File: src/rtl/gmr_pkg.sv
// Shared types and constants for the grid maze reachability block.
// No dependencies; imported by every other module of the block.
package gmr_pkg;

   // fixed field widths
   localparam int COORD_W = 6;
   localparam int SIDE_W  = 7;
   localparam int CSR_AW  = 3;
   localparam int CSR_DW  = 32;

   // request kinds
   localparam logic KIND_LOAD  = 1'b0;
   localparam logic KIND_QUERY = 1'b1;

   // register index of grid_side
   localparam logic [CSR_AW-3:0] REG_GRID_SIDE = '0;

   // reset value of grid_side
   localparam logic [SIDE_W-1:0] GRID_SIDE_RST = 7'd64;

   // broadcast from the sequencer to every row cell
   typedef struct packed {
      logic               load_en;
      logic [COORD_W-1:0] load_row;
      logic [COORD_W-1:0] load_col;
      logic               load_val;
      logic               clear;
      logic               step;
      logic [SIDE_W-1:0]  side;
      logic [COORD_W-1:0] src_row;
      logic [COORD_W-1:0] src_col;
      logic [COORD_W-1:0] dst_row;
      logic [COORD_W-1:0] dst_col;
   } cell_ctrl_type;

   // status returned by each row cell
   typedef struct packed {
      logic chg;
      logic hit;
   } cell_stat_type;

endpackage

File: src/rtl/gmr_csr.sv
// APB-style register file holding grid_side.
// Depends on gmr_pkg; instantiated by grid_maze_reachability.
module gmr_csr (
   input  logic                        clock,
   input  logic                        reset,
   input  logic                        csr_psel,
   input  logic                        csr_penable,
   input  logic                        csr_pwrite,
   input  logic [gmr_pkg::CSR_AW-1:0]  csr_paddr,
   input  logic [gmr_pkg::CSR_DW-1:0]  csr_pwdata,
   output logic [gmr_pkg::CSR_DW-1:0]  csr_prdata,
   output logic                        csr_pready,
   output logic [gmr_pkg::SIDE_W-1:0]  grid_side
);
   import gmr_pkg::*;

   logic [SIDE_W-1:0]   side_ff, side_in;
   logic [CSR_AW-3:0]   reg_idx;
   logic                wr_xfer;

   assign reg_idx    = csr_paddr[CSR_AW-1:2];
   assign csr_pready = 1'b1;
   assign wr_xfer    = csr_psel && csr_penable && csr_pwrite && csr_pready;

   // register write
   always_comb begin
      side_in = side_ff;
      if (wr_xfer && (reg_idx == REG_GRID_SIDE)) begin
         side_in = csr_pwdata[SIDE_W-1:0];
      end
   end

   always_ff @(posedge clock) begin
      if (reset) begin
         side_ff <= GRID_SIDE_RST;
      end else begin
         side_ff <= side_in;
      end
   end

   // read mux
   always_comb begin
      csr_prdata = '0;
      case (reg_idx)
         REG_GRID_SIDE: csr_prdata = {{(CSR_DW-SIDE_W){1'b0}}, side_ff};
         default:       csr_prdata = '0;
      endcase
   end

   assign grid_side = side_ff;

endmodule

File: config.mk
export PLATFORM = sky130hd
export DESIGN_NAME = gmr_csr
export DESIGN_NICKNAME = d
export VERILOG_FILES = /design/src/rtl/gmr_pkg.sv /design/src/rtl/gmr_csr.sv
export SDC_FILE = /design/constraint.sdc
export NUM_CORES = 1
export LEC_CHECK = 0
export BUFFER_PORTS_ARGS = -buffer_cell sky130_fd_sc_hd__buf_2
export CAP_MARGIN = 0
export CORE_UTILIZATION = 34
export CTS_BUF_LIST = sky130_fd_sc_hd__clkbuf_8
export DETAILED_ROUTE_END_ITERATION = 10
export GPL_TIMING_DRIVEN = 1
export PLACE_DENSITY = 0.95
export RECOVER_POWER = 25
export SLEW_MARGIN = 25
export SYNTH_ARGS = -nofsm -noshare
export SYNTH_HDL_FRONTEND = slang
export SYNTH_SLANG_ARGS = --single-unit
export TNS_END_PERCENT = 30
File: constraint.sdc
create_clock -name clock -period 1.8 [get_ports clock]
set_input_delay 0.27 -clock clock [delete_from_list [all_inputs] [get_ports clock]]
set_output_delay 0.27 -clock clock [all_outputs]
set_load 0.005 [all_outputs]
==> flow_summary.ini <==
[yosys]
synth_cell_types = 10
synthCells = 66
ys_seq_area_share_pct = 24.1
yosysWarnings = 0
syn-cell-area_um2 = 582
syn_area_per_cell_um2 = 8.82
ys_seq_elements = 7

[sta]
finalHoldViolCount = 0
finClkSkew_ps = 0
period_needed_ps = 1110
slew_violations = 0
rsz0062_at_grt = no
max_freq_ghz = 0.897
finalSetupTns_ps = 0
post-route-period-util_pct = 61.9
setup_ws_ps = 685
finalSetupViolCount = 0

[placed_design]
place_area_um2 = 612
gp_congestion = 0.640
post-place-ws_ps = 513
numPortBuffers = 26

[run_status]
status = complete, but fails checks
violations = design-rule violations

[finish]
syn2layout_area_growth_pct = 12.7
largest_reg_flops = 7
post-route-util_pct = 42.1
num-nets-final = 133
drive_above_1_share_pct = 38.0
diodes = 0
final_area_um2 = 656

[worst_setup_path]
crit_chain = and2b_2, buf_2
critPathArrivalTime_ps = 840
r2r_cells = 2
worstSetupEndpointType = output pin
worstReg2RegStart = grid_side[6]$_SDFFE_PP1P_
critPathRequiredTime_ps = 1530
slowest_stage = dfxtp_1
crit_path_end = csr_prdata[2]
crit_fanout = 3
slowest_delay_ps = 310
startpoint = grid_side[2]$_SDFFE_PP0P_
rr_endpoint = grid_side[6]$_SDFFE_PP1P_
path_class = reg2out
rrSetupSlack_ps = 1200
critPathLaunchType = flop

[global_route]
antenna_found_initial = 0
grt_pass1_vias = 327
grt_max_degree = 15
grt_pass1_wl_um = 1300
grt_overflow = 0
grtUsageTotal_pct = 9.54

[floorplan]
dieArea_um2 = 1880
pin_count = 80
die_h_um = 43.4
core_um2 = 1560
core.rowCount = 14
start_util_pct = 37.3
die_w_um = 43.4

[min_path]
worstHoldPathType = in2reg
min_from = csr_pwdata[2]

[power_and_ir_drop]
pwr-share-seq_pct = 38.1
p_int_mw = 0.332
p_sw_mw = 0.0921
comb_power_share_pct = 12.9
peakVddDrop_uv = 444
leakagePower_nw = 0.370
p_clk_share_pct = 49.0
power.density_nw_per_um2 = 647
sw_frac_of_total_pct = 21.7

[clocking]
cts_root_buf = clkbuf_8
cts-htree-levels = 1
cts_hold_buf = 0
clk_pin_slew_ps = 40
clock_path_buffers = 2
tritoncts = done
cts_resized = 0
cts_sinks = 7
cts_setup_buffers = 0
cts-buffers-inserted = 3
clock_latency_ps = 220

[route]
ant_nets = 0
routed_wl_um = 894
first_iter_violations = 12
drc = 10
drtPass1Iterations = 6
wl_per_cell_um = 8.28
vias = 422
via_per_inst = 3.91

[job]
cap_violations = 0
cells in the final DEF (no fill, tap or decap):
master	instances
and2b_2	7
and4b_1	1
buf_2	25
clkbuf_1	1
clkbuf_8	3
conb_1	26
dfxtp_1	7
inv_1	1
mux2i_1	7
nand2b_1	12
nor2_1	2
critical path, delay by kind of cell, from the launching register on:
kind                   cells  cell delay, ps
DFF                        1             310
and+or+nand+nor            1             190
buffers and inverters      1             120
power by group through the flow:
stage,Clock [mW],Combinational (mW),Sequential [mW]
floorplan,0,0.0740,0.164
global placement,0,0.0531,0.164
detailed placement,0,0.0550,0.164
CTS,0.219,0.0550,0.162
global route,0.226,0.0627,0.162
finish,0.208,0.0548,0.162
layout make-up:
type | instances | area [µm²]
Clock inverter | 1 | 3.75
Timing Repair Buffer | 26 | 129
Clock buffer | 3 | 41.3
Multi-Input combinational cell | 55 | 322
Sequential cell | 7 | 140
Tap cell | 16 | 20.0
Fill cell | 164 | 903
metrics by stage:
stage	cells	power (mW)	hold WS (ps)
2_1_floorplan	90	0.238	425
3_5_place_dp	104	0.219	471
5_1_grt	108	0.450	310
4_1_cts	108	0.436	296
6_report	108	0.424	302
3_3_place_gp	104	0.217	466
logic make-up after synthesis:
group	Yosys count	share of synthesized area (%)
other	2	1.29
multiplexers	7	12.0
flip-flops	7	24.1
AND/OR/NAND/NOR	22	26.5
buffers and inverters	28	36.1
cell usage after synthesis:
master / instances / area, µm²
and2b_2: 7 / 61.3
and4b_1: 1 / 10.0
buf_4: 26 / 195
buf_6: 1 / 11.3
clkbuf_1: 1 / 3.75
conb_1: 2 / 7.51
dfxtp_1: 7 / 140
mux2i_1: 7 / 70.1
nand2b_1: 12 / 75.1
nor2_1: 2 / 7.51
layer usage:
metal | track usage [%] | share of wire [%]
met1 | 7.22 | 33
met2 | 19.1 | 54
met3 | 6.67 | 13
met4 | 1.88 | 0
met5 | 0 | 0
how the worst min path moves through the flow:
stage | endpoint | depth (start not counted)
6_report | grid_side[2]$_SDFFE_PP0P_ | 3
5_1_grt | grid_side[2]$_SDFFE_PP0P_ | 3
4_1_cts | grid_side[2]$_SDFFE_PP0P_ | 3
3_5_place_dp | grid_side[5]$_SDFFE_PP0P_ | 2
3_3_place_gp | grid_side[5]$_SDFFE_PP0P_ | 2
2_1_floorplan | grid_side[1]$_SDFFE_PP0P_ | 2
Power figures use the tool's default switching activity.
