--- src/rtl/gmr_pkg.sv ---
// Shared types and constants for the grid maze reachability block.
// No dependencies; imported by every other module of the block.
package gmr_pkg;

   // fixed field widths
   localparam int COORD_W = 6;
   localparam int SIDE_W  = 7;
   localparam int CSR_AW  = 3;
   localparam int CSR_DW  = 32;

   // request kinds
   localparam logic KIND_LOAD  = 1'b0;
   localparam logic KIND_QUERY = 1'b1;

   // register index of grid_side
   localparam logic [CSR_AW-3:0] REG_GRID_SIDE = '0;

   // reset value of grid_side
   localparam logic [SIDE_W-1:0] GRID_SIDE_RST = 7'd64;

   // broadcast from the sequencer to every row cell
   typedef struct packed {
      logic               load_en;
      logic [COORD_W-1:0] load_row;
      logic [COORD_W-1:0] load_col;
      logic               load_val;
      logic               clear;
      logic               step;
      logic [SIDE_W-1:0]  side;
      logic [COORD_W-1:0] src_row;
      logic [COORD_W-1:0] src_col;
      logic [COORD_W-1:0] dst_row;
      logic [COORD_W-1:0] dst_col;
   } cell_ctrl_type;

   // status returned by each row cell
   typedef struct packed {
      logic chg;
      logic hit;
   } cell_stat_type;

endpackage

--- src/rtl/gmr_row_cell.sv ---
// One grid row: open bits, reached bits and one wavefront step per cycle while step is high.
// Depends on gmr_pkg; instantiated once per row by grid_maze_reachability.
module gmr_row_cell #(
   parameter int MAX_SIDE = 64,
   parameter int IDX      = 0
) (
   input  logic                   clock,
   input  logic                   reset,
   input  gmr_pkg::cell_ctrl_type ctrl,
   input  logic [MAX_SIDE-1:0]    col_mask,
   input  logic [MAX_SIDE-1:0]    emit_up,
   input  logic [MAX_SIDE-1:0]    emit_down,
   output logic [MAX_SIDE-1:0]    emit_out,
   output gmr_pkg::cell_stat_type stat_out
);
   import gmr_pkg::*;

   localparam int IW = $clog2(MAX_SIDE);

   logic [MAX_SIDE-1:0] open_ff, open_in;
   logic [MAX_SIDE-1:0] reached_ff, reached_in;
   logic                chg_ff, chg_in;
   logic                hit_ff, hit_in;
   logic [MAX_SIDE-1:0] src_vec;
   logic [MAX_SIDE-1:0] live;
   logic [MAX_SIDE-1:0] spread;
   logic                row_in;
   logic [IW-1:0]       ld_idx, src_idx, dst_idx;
   logic                ld_col_ok, src_col_ok, dst_col_ok;

   assign row_in     = 32'(ctrl.side) > IDX;
   assign ld_idx     = IW'(ctrl.load_col);
   assign src_idx    = IW'(ctrl.src_col);
   assign dst_idx    = IW'(ctrl.dst_col);
   assign ld_col_ok  = 32'(ctrl.load_col) < MAX_SIDE;
   assign src_col_ok = 32'(ctrl.src_col) < MAX_SIDE;
   assign dst_col_ok = 32'(ctrl.dst_col) < MAX_SIDE;

   // cells that may be entered: open and inside the grid in use
   assign live = open_ff & col_mask & {MAX_SIDE{row_in}};

   // load write into this row
   always_comb begin
      open_in = open_ff;
      if (ctrl.load_en && (32'(ctrl.load_row) == IDX) && ld_col_ok) begin
         open_in[ld_idx] = ctrl.load_val;
      end
   end

   // start cell acts as a source but is not itself marked
   always_comb begin
      src_vec = '0;
      if ((32'(ctrl.src_row) == IDX) && src_col_ok) begin
         src_vec[src_idx] = 1'b1;
      end
      src_vec = src_vec & live;
   end

   assign emit_out = reached_ff | src_vec;

   // one wavefront step: take from the four neighbors
   assign spread = emit_up | emit_down | (emit_out << 1) | (emit_out >> 1);

   always_comb begin
      reached_in = reached_ff;
      chg_in     = 1'b0;
      if (ctrl.clear) begin
         reached_in = '0;
      end else if (ctrl.step) begin
         reached_in = reached_ff | (spread & live);
         chg_in     = (reached_in != reached_ff);
      end
   end

   // destination probe, registered
   assign hit_in = !ctrl.clear && (32'(ctrl.dst_row) == IDX) && dst_col_ok &&
                   reached_ff[dst_idx];

   always_ff @(posedge clock) begin
      open_ff <= open_in;
      if (reset) begin
         reached_ff <= '0;
         chg_ff     <= 1'b0;
         hit_ff     <= 1'b0;
      end else begin
         reached_ff <= reached_in;
         chg_ff     <= chg_in;
         hit_ff     <= hit_in;
      end
   end

   assign stat_out.chg = chg_ff;
   assign stat_out.hit = hit_ff;

endmodule

--- config.mk ---
export PLATFORM = sky130hd
export DESIGN_NAME = gmr_row_cell
export DESIGN_NICKNAME = d
export VERILOG_FILES = /design/src/rtl/gmr_pkg.sv /design/src/rtl/gmr_row_cell.sv
export SDC_FILE = /design/constraint.sdc
export NUM_CORES = 1
export LEC_CHECK = 0
export ABC_AREA = 1
export BUFFER_PORTS_ARGS = -buffer_cell sky130_fd_sc_hd__buf_2
export CAP_MARGIN = 10
export CORE_MARGIN = 1
export CORE_UTILIZATION = 50
export CTS_CLUSTER_SIZE = 8
export DETAILED_ROUTE_END_ITERATION = 8
export GPL_TIMING_DRIVEN = 0
export PLACE_DENSITY = 0.83
export SLEW_MARGIN = 25
export SYNTH_ARGS = -nofsm -noshare
export SYNTH_HDL_FRONTEND = slang
export SYNTH_SLANG_ARGS = --single-unit
--- constraint.sdc ---
create_clock -name clock -period 3.83 [get_ports clock]
set_input_delay 0.383 -clock clock [delete_from_list [all_inputs] [get_ports clock]]
set_output_delay 0.383 -clock clock [all_outputs]
set_load 0.01 [all_outputs]
==> results of run 1 <==
[per-layer routing]
metal  vias to the layer above  wire length (microns)  part of all wire (%)  GRT usage [%]
met2                       738                  14600                    45           58.9
met4                         0                   1090                   3.4           14.5
met1                      4557                  12600                    39           48.3
li1                       4880                      -                     -              -
met3                       116                   4090                    13           7.10
met5                         -                      0                     0              0
[metrics by stage]
step           instance area [sq um]  setup slack, ns  power, mW
6_report                       10800             1.35       3.76
5_1_grt                        10800             1.32       3.87
4_1_cts                        10800             1.52       3.74
3_5_place_dp                   10200             1.10       1.99
3_3_place_gp                   10200             1.10       1.99
2_1_floorplan                   8380             1.90       1.75
[logic make-up (layout without fill, tap and decap cells)]
logic type | count (synthesis) | after routing | share of synthesized area [%]
AO/OA/AOI/OAI | 175 | 175 | 11.9
buffers and inverters | 194 | 529 | 9.41
flip-flops | 130 | 130 | 38.7
AND/OR/NAND/NOR | 811 | 811 | 39.9
[worst paths after layout]
kind | slack (ns) | cells after the start | to | startpoint
worst max register to register | 1.80 | 12 | chg_ff | open_ff[30]
worst min register to register | 0.52 | 2 | reached_ff[13] | reached_ff[13]
worst min-delay path | 0.21 | 4 | hit_ff | ctrl[10]
worst max-delay path | 1.35 | 15 | chg_ff | ctrl[20]
[power by group through the flow]
stage,Sequential [mW],Combinational (mW),Clock [mW]
after floorplan,1.51,0.248,0
after global placement,1.51,0.479,0
after detailed placement,1.51,0.485,0
after CTS,1.48,0.489,1.78
after global routing,1.48,0.546,1.84
final,1.48,0.503,1.78
[registers in the layout, summed over array words and instances, names as in the netlist]
signal / flops
open_ff: 64
reached_ff: 64
chg_ff: 1
hit_ff: 1
[critical path: stages]
cell      delay, ns
buf_2          0.09
nor2_1         0.04
nand3_1        0.18
clkbuf_1       0.54
nor2_1         0.13
a21oi_1        0.44
nand3_1        0.17
nand3_1        0.10
nand2_1        0.06
nor2_1         0.11
nand2_1        0.08
nor2_1         0.16
nand2_1        0.12
nor2_1         0.10
nor2_1         0.06
[area by class of cell]
cell class / instances / area (sq um) / share of cell area (%)
sequential: 130 / 3240 / 30.0
multi-input combinational: 986 / 4340 / 40.2
buffer: 39 / 206 / 1.91
inverter: 155 / 582 / 5.39
clock buffer: 19 / 433 / 4.01
timing repair buffer: 303 / 1520 / 14.0
clock inverter: 13 / 200 / 1.85
tap: 216 / 270 / 2.50
[Yosys cell counts, types with 7 or more instances]
cell type	number	area [sq um]
nor2_1	299	1120
a21oi_2	9	78.8
or2_2	31	194
edfxtp_1	64	1920
dfxtp_1	66	1320
o21ai_0	46	230
o22ai_1	64	400
a21oi_1	51	255
nor3_1	7	35.0
nand2_1	328	1230
nand3_1	131	656
inv_1	154	578
clkbuf_1	25	93.8
==> run_results.csv, run 1 <==
group,metric,value,unit
worst_setup_path,cp_data_arrival_time,2.77,ns
clocking,post_cts_buffers,0,
routing,dr.pass1.iters,6,
synthesis,yosysSeqAreaShare,38.7,%
routing,finalWirelength,32400,microns
grt,grt_pass1_vias,9375,
clocking,cts_tree,"done",
synthesis,yosys_warnings,0,
placement,routabilityCongestion,1.00,
placement,dp_hpwl,25000,microns
synthesis,ys_ff_latch,130,
final_layout,diodes,0,
synthesis,synthDistinctLibCells,26,
synthesis,synth_ff_type,"dfxtp_1",
final_layout,mostFrequentLayoutCells,"328 x nand2_1, 309 x buf_2, 299 x nor2_1, 154 x inv_1, 131 x nand3_1",
synthesis,async_flop_share,0,%
timing,rsz0062_at_grt,"no",
power_and_ir_drop,p_int,2.77,mW
clocking,hold_buffers,0,
final_layout,drive_gt1_share,24.0,%
timing,fin_tns_setup,0,ns
power_and_ir_drop,clockPowerShare,47.4,%
power_and_ir_drop,power_switching,991,uW
synthesis,synth-edff-count,64,
floorplanning,fp.dieW,131,microns
timing,skew,0.00923,ns
timing,setup_viol,0,
timing,max_freq,0.403,GHz
clocking,htreeDepth,4,
min_path,hold_class,"input port to register",
floorplanning,core.rowCount,46,
routing,drt_iter0_drc,1020,
grt,gr-usage-all-layers,36.6,%
final_layout,nets,1873,
timing,tightest_slew,0.946,ns
grt,antenna_found_initial,0,
routing,ant_nets,0,
worst_setup_path,path_max_fanout,10,
synthesis,synth_nets,1551,
routing,vias_per_cell,5.53,
final_layout,final_common_cell,"nand2_1",
timing,holdWs,0.208,ns
power_and_ir_drop,peakVddDrop,0.326,mV
final_layout,fillers,1508,
clocking,cts.clk_slew.worst_paths,0.06,ns
clocking,clockBufferDepth,2,
power_and_ir_drop,swShare,26.3,%
clocking,clock-sinks,130,
power_and_ir_drop,combPwrFrac,13.4,%
timing,max_slew_margin,36.9,%
floorplanning,pin_count,307,
worst_setup_path,cp_data_required_time,4.12,ns
power_and_ir_drop,p_leak,5.11,nW
run,maxCapViolations,0,
grt,grt_max_degree,65,
timing,post-route-min-period,2.48,ns
clocking,ctsRootBufferMaster,"clkbuf_16",
routing,wl_per_cell,17.4,microns
clocking,cts-buffers-inserted,17,
timing,hold_violations,0,
routing,remaining_drc_errors,0,
synthesis,synth_area,8380,sq um
floorplanning,dieArea,17300,sq um
worst_setup_path,cp-start-kind,"input port",
floorplanning,die_h,131,microns
timing,fin_crit_sh,64.8,%
grt,grt-ovfl-total,0,
floorplanning,start_util,52.0,%
synthesis,postSynthCellCount,1310,
power_and_ir_drop,p_per_area,349,nW/um^2
final_layout,utilization,67.0,%
placement,port_buffers,303,
worst_setup_path,crit_path_end_kind,"register",
worst_setup_path,critical_path_class,"input port to register",
clocking,clk_latency,0.43,ns
clocking,post_cts_resized,0,
power_and_ir_drop,pwr-share-seq,39.3,%
final_layout,area_delta_synth_final,28.9,%
final_layout,layoutNonFillerInstCount,1861,
routing,dr_total_vias,10291,
grt,grt_first_pass_wirelength,48600,microns
timing,drv_slew,0,
floorplanning,fp.coreArea,16100,sq um
status,status,"completed",
synthesis,postSynthAreaPerCell,6.39,sq um
placement,dp.cells,1829,
Power figures use the tool's default switching activity.
==> inputs of run 2 (changes only) <==
--- a/config.mk
+++ b/config.mk
@@ -9,11 +9,11 @@
 export BUFFER_PORTS_ARGS = -buffer_cell sky130_fd_sc_hd__buf_2
 export CAP_MARGIN = 10
 export CORE_MARGIN = 1
-export CORE_UTILIZATION = 50
+export CORE_UTILIZATION = 46
 export CTS_CLUSTER_SIZE = 8
 export DETAILED_ROUTE_END_ITERATION = 8
 export GPL_TIMING_DRIVEN = 0
-export PLACE_DENSITY = 0.83
+export PLACE_DENSITY = 0.8
 export SLEW_MARGIN = 25
 export SYNTH_ARGS = -nofsm -noshare
 export SYNTH_HDL_FRONTEND = slang
==> constraint.sdc (replaced) <==
create_clock -name clock -period 2.1 [get_ports clock]
set_input_delay 0.21 -clock clock [delete_from_list [all_inputs] [get_ports clock]]
set_output_delay 0.21 -clock clock [all_outputs]
set_load 0.01 [all_outputs]
==> run 2 against run 1 <==
Compared with the run above:
- the flow now finishes with violations (setup timing)
- clock skew about the same
- utilization decreased by 5.3 points
- final cell count increased by 0.48%
- worst setup slack got worse by 1.3 ns
==> run_results.csv, run 2 (synthesis gave the netlist of run 1 again) <==
group,metric,value,unit
status,status,"finished with violations",
status,violations,"setup timing",
clocking,hold_buffers,0,
floorplanning,die_h,137,microns
timing,hold_violations,0,
grt,grt_pass1_vias,8947,
floorplanning,pin_count,307,
power_and_ir_drop,peakVddDrop,0.563,mV
grt,grt_max_degree,65,
run,maxCapViolations,0,
final_layout,nets,1873,
routing,remaining_drc_errors,0,
final_layout,final_common_cell,"nand2_1",
floorplanning,start_util,47.8,%
routing,dr.pass1.iters,6,
timing,setup_viol,1,
clocking,cts_tree,"done",
min_path,hold_class,"input port to register",
placement,pre_cts_ws,-0.430,ns
routing,finalWirelength,32300,microns
grt,gr-usage-all-layers,34.1,%
clocking,htreeDepth,4,
worst_setup_path,crit_path_end_kind,"register",
timing,post-route-min-period,2.10,ns
final_layout,utilization,61.7,%
power_and_ir_drop,p_int,4.82,mW
power_and_ir_drop,p_per_area,617,nW/um^2
grt,grt_first_pass_wirelength,46800,microns
worst_setup_path,slowest_stage,"nor2_1",
timing,drv_slew,0,
clocking,clockBufferDepth,2,
worst_setup_path,crit_chain,"buf_2, nor2_1, nand2_1, nor2_4, buf_6, nor2_1, inv_1, nor2_1, nor2_1, nand2_1, nand3_1, nand2_1, nor2_1, nand2_1, nor2_1, nand2_1, nor2_1, nor2_1",
worst_setup_path,cpMostUsedCell,"nor2_1",
grt,grt-ovfl-total,0,
power_and_ir_drop,swShare,27.8,%
floorplanning,fp.coreArea,17500,sq um
power_and_ir_drop,pwr-share-seq,40.4,%
worst_setup_path,critPathMaxStageDelay,0.26,ns
routing,ant_nets,0,
routing,wl_per_cell,17.3,microns
final_layout,drive_gt1_share,24.8,%
timing,fin_crit_sh,100,%
placement,routabilityCongestion,0.981,
clocking,cts.clk_slew.worst_paths,0.06,ns
clocking,clock-sinks,130,
floorplanning,dieArea,18800,sq um
timing,skew,0.00905,ns
power_and_ir_drop,clockPowerShare,45.9,%
worst_setup_path,cp_data_arrival_time,2.40,ns
placement,port_buffers,303,
routing,dr_total_vias,10061,
timing,tightest_slew,0.990,ns
worst_setup_path,cp-start-kind,"input port",
clocking,ctsRootBufferMaster,"clkbuf_16",
clocking,cts-buffers-inserted,17,
routing,drt_iter0_drc,1135,
final_layout,area_delta_synth_final,29.1,%
timing,max_slew_margin,34.0,%
routing,vias_per_cell,5.38,
placement,dp.cells,1838,
floorplanning,core.rowCount,48,
power_and_ir_drop,p_leak,5.11,nW
final_layout,layoutNonFillerInstCount,1870,
worst_setup_path,path_max_fanout,10,
timing,rsz0062_at_grt,"yes",
power_and_ir_drop,power_switching,1.86,mW
worst_setup_path,cp_data_required_time,2.40,ns
final_layout,mostFrequentLayoutCells,"328 x nand2_1, 309 x buf_2, 295 x nor2_1, 154 x inv_1, 131 x nand3_1",
grt,antenna_found_initial,0,
final_layout,diodes,0,
placement,placed_cell_area,10200,sq um
timing,finalWorstSetupSlack,-0.000149,ns
power_and_ir_drop,finalPower,6.68,mW
timing,max_freq,0.476,GHz
placement,dp_hpwl,24800,microns
worst_setup_path,critical_path_class,"input port to register",
power_and_ir_drop,combPwrFrac,13.8,%
floorplanning,fp.dieW,137,microns
final_layout,largestRegisters,"open_ff (64), reached_ff (64)",
clocking,clk_latency,0.43,ns
final_layout,finish.instance_area,10800,sq um
==> run 2: cell types whose count changed in the layout (fill, tap and decap cells not counted), sizes merged <==
cell and change:
bufinv -2, clkbuf -2, clkinv +2, inv +2
==> run 2: final timing paths <==
path	endpoint	slack, ns	startpoint	cells after the start
max	chg_ff	-0.0001	ctrl[24]	18
min	hit_ff	0.07	ctrl[10]	4
max reg2reg	chg_ff	0.02	open_ff[0]	14
min reg2reg	reached_ff[60]	0.52	reached_ff[60]	2
==> run 2: repair_timing <==
item | CTS | global route
buffers inserted | 0 | 0
setup endpoints to repair | 0 | 3
resized for setup | 0 | 18
==> run 2: routing by layer <==
layer / part of all wire (%) / up-vias / track usage, %
li1: - / 4883 / -
met3: 12 / 87 / 7.63
met4: 3.7 / 0 / 15.2
met1: 40 / 4461 / 44.3
met2: 45 / 630 / 54.1
met5: 0 / - / 0
==> run 2: power groups by stage <==
stage / Combinational [mW] / Clock [mW] / Sequential, mW
after floorplan: 0.452 / 0 / 2.75
after global placement: 0.877 / 0 / 2.75
after detailed placement: 0.887 / 0 / 2.75
after CTS: 0.893 / 3.05 / 2.69
after global routing: 1.01 / 3.17 / 2.70
final: 0.920 / 3.06 / 2.70
==> run 2: through the flow <==
step	setup TNS, ns	hold WS [ns]
3_3_place_gp	-0.436	0.495
6_report	-0.000149	0.0658
3_5_place_dp	-0.430	0.482
4_1_cts	0	0.0442
5_1_grt	-0.0213	0.0716
2_1_floorplan	0	0.309
==> run 2: area by class of cell <==
class                           count  area [sq um]
Buffer                             39           211
Tap cell                          225           282
Inverter                          155           582
Multi-Input combinational cell    986          4380
Fill cell                        1736          6720
Timing Repair Buffer              303          1520
Sequential cell                   130          3240
Clock buffer                       17           425
Clock inverter                     15           170
==> run 2: worst max-delay path: cells and delay by family <==
kind	cells	cell delay (ns)
buffers and inverters	3	0.36
AND/OR/NAND/NOR	15	1.84
==> inputs of run 3 (changes only) <==
--- a/config.mk
+++ b/config.mk
@@ -8,7 +8,7 @@
 export ABC_AREA = 1
 export BUFFER_PORTS_ARGS = -buffer_cell sky130_fd_sc_hd__buf_2
 export CAP_MARGIN = 10
-export CORE_MARGIN = 1
+export CORE_MARGIN = 10
 export CORE_UTILIZATION = 46
 export CTS_CLUSTER_SIZE = 8
 export DETAILED_ROUTE_END_ITERATION = 8
==> run 3 against run 2 <==
Compared with the run above:
- first-iteration DRC count increased by 9.1%
- critical path depth decreased by 9
- utilization decreased by 1.1 points
- sequential cell count unchanged
- critical endpoint is now emit_out[42]
- cell area increased by 0.65%
- die area increased by 28%
- sequential share of layout area fell by 0.19 points
- critical path type is now input port to primary output
- combinational power hardly changed
- sequential power hardly changed
- hold slack worse by 0.025 ns
- highest routed layer unchanged
- the flow now finishes without violations
==> run_results.csv, run 3 (synthesis gave the netlist of run 1 again) <==
group,metric,value,unit
status,status,"completed",
worst_setup_path,path_max_fanout,8,
final_layout,mostFrequentLayoutCells,"324 x nand2_1, 309 x buf_2, 284 x nor2_1, 154 x inv_1, 130 x nand3_1",
timing,drv_slew,0,
power_and_ir_drop,finalPower,6.87,mW
timing,max_freq,0.493,GHz
routing,finalWirelength,34600,microns
worst_setup_path,crit_path_end_kind,"primary output",
routing,ant_nets,0,
worst_setup_path,cp_data_arrival_time,1.82,ns
grt,grt_pass1_vias,9678,
worst_setup_path,cp_data_required_time,1.89,ns
timing,setup_viol,0,
clocking,htreeDepth,4,
clocking,cts.clk_slew.worst_paths,0.06,ns
floorplanning,die_h,155,microns
final_layout,area_delta_synth_final,30.0,%
timing,tightest_slew,0.929,ns
timing,hold_violations,0,
final_layout,fillers,1734,
clocking,cts-buffers-inserted,17,
floorplanning,pin_count,307,
final_layout,seq_area,3240,sq um
floorplanning,dieArea,24000,sq um
final_layout,largestRegisters,"open_ff (64), reached_ff (64)",
routing,remaining_drc_errors,0,
routing,dr_total_vias,10122,
grt,grt_max_degree,65,
timing,skew,0.00640,ns
power_and_ir_drop,peakVddDrop,0.591,mV
routing,drt_iter0_drc,1238,
grt,antenna_found_initial,2,
floorplanning,start_util,46.6,%
clocking,hold_buffers,0,
final_layout,final_common_cell,"nand2_1",
worst_setup_path,cp-start-kind,"input port",
routing,dr.pass1.iters,6,
floorplanning,core.rowCount,49,
timing,max_slew_margin,38.1,%
grt,grt-ovfl-total,0,
clocking,clk_latency,0.42,ns
power_and_ir_drop,p_leak,5.13,nW
clocking,clockBufferDepth,2,
routing,wl_per_cell,18.4,microns
grt,grt_first_pass_wirelength,51300,microns
clocking,clock-sinks,130,
floorplanning,fp.dieW,155,microns
final_layout,nets,1874,
floorplanning,fp.coreArea,18000,sq um
worst_setup_path,critical_path_class,"input port to primary output",
placement,port_buffers,303,
routing,vias_per_cell,5.40,
final_layout,multiInputGateArea,4400,sq um
clocking,cts_tree,"done",
power_and_ir_drop,p_per_area,631,nW/um^2
timing,holdWs,0.0406,ns
placement,routabilityCongestion,0.959,
run,maxCapViolations,0,
final_layout,drive_gt1_share,25.7,%
timing,post-route-min-period,2.03,ns
clocking,ctsRootBufferMaster,"clkbuf_16",
placement,dp_hpwl,27400,microns
timing,fin_crit_sh,96.5,%
min_path,hold_class,"input port to register",
grt,gr-usage-all-layers,27.0,%
==> run 3: cell types whose count changed in the layout (fill, tap and decap cells not counted), sizes merged <==
cell and change:
bufinv +2, buf +1, diode +2, clkinv -3, inv -1, clkinvlp +1
==> run 3: area by class of cell <==
cell class                      instances  share of cell area [%]
Multi-Input combinational cell        986                    40.5
Sequential cell                       130                    29.8
Timing Repair Buffer                  304                    14.0
Inverter                              155                    5.35
Clock buffer                           17                    3.91
Tap cell                              229                    2.63
Buffer                                 39                    1.94
Clock inverter                         14                    1.86
Antenna cell                            2                  0.0460
==> run 3: worst paths after layout <==
kind / from / to / slack [ns] / cells after the start
worst min-delay path: ctrl[10] / hit_ff / 0.04 / 4
worst max-delay path: ctrl[14] / emit_out[42] / 0.07 / 9
worst max register to register: open_ff[29] / chg_ff / 0.17 / 12
worst min register to register: reached_ff[10] / reached_ff[10] / 0.52 / 2
==> run 3: layer usage <==
layer | vias to the layer above | GRT usage, % | share of wire, %
met5 | - | 0 | 0
met2 | 684 | 43.7 | 46
met3 | 102 | 8.00 | 14
li1 | 4882 | - | -
met1 | 4454 | 33.2 | 37
met4 | 0 | 10.2 | 3.1
==> run 3: power breakdown <==
group          switching, mW  internal [mW]
logic                  0.558          0.361
registers             0.0141           2.68
clock network           1.25           2.01
==> run 3: through the flow <==
stage	util [%]	setup WS [ns]	std cells	area, sq um	setup TNS, ns
6_report	60.6	0.0735	1876	10900	0
5_1_grt	60.6	-0.0315	1876	10900	-0.0315
4_1_cts	60.2	0.0174	1873	10800	0
3_5_place_dp	56.7	-0.540	1842	10200	-0.540
3_3_place_gp	56.7	-0.528	1842	10200	-0.528
2_1_floorplan	-	0.343	1310	8380	0
==> run 3: critical path, stage by stage <==
cell	delay, ns
buf_2	0.12
inv_1	0.11
nand2_1	0.07
nor2_1	0.69
nand3_1	0.18
nor2_1	0.14
nor2_1	0.10
inv_1	0.06
buf_2	0.13
==> run 3: repair_timing <==
item / 4_1_cts / 5_1_grt
gates resized for setup: 1 / 28
pin swaps: 0 / 5
endpoints found under the setup margin: 1 / 3
setup buffers: 0 / 1
endpoints found under the hold margin: 0 / 0
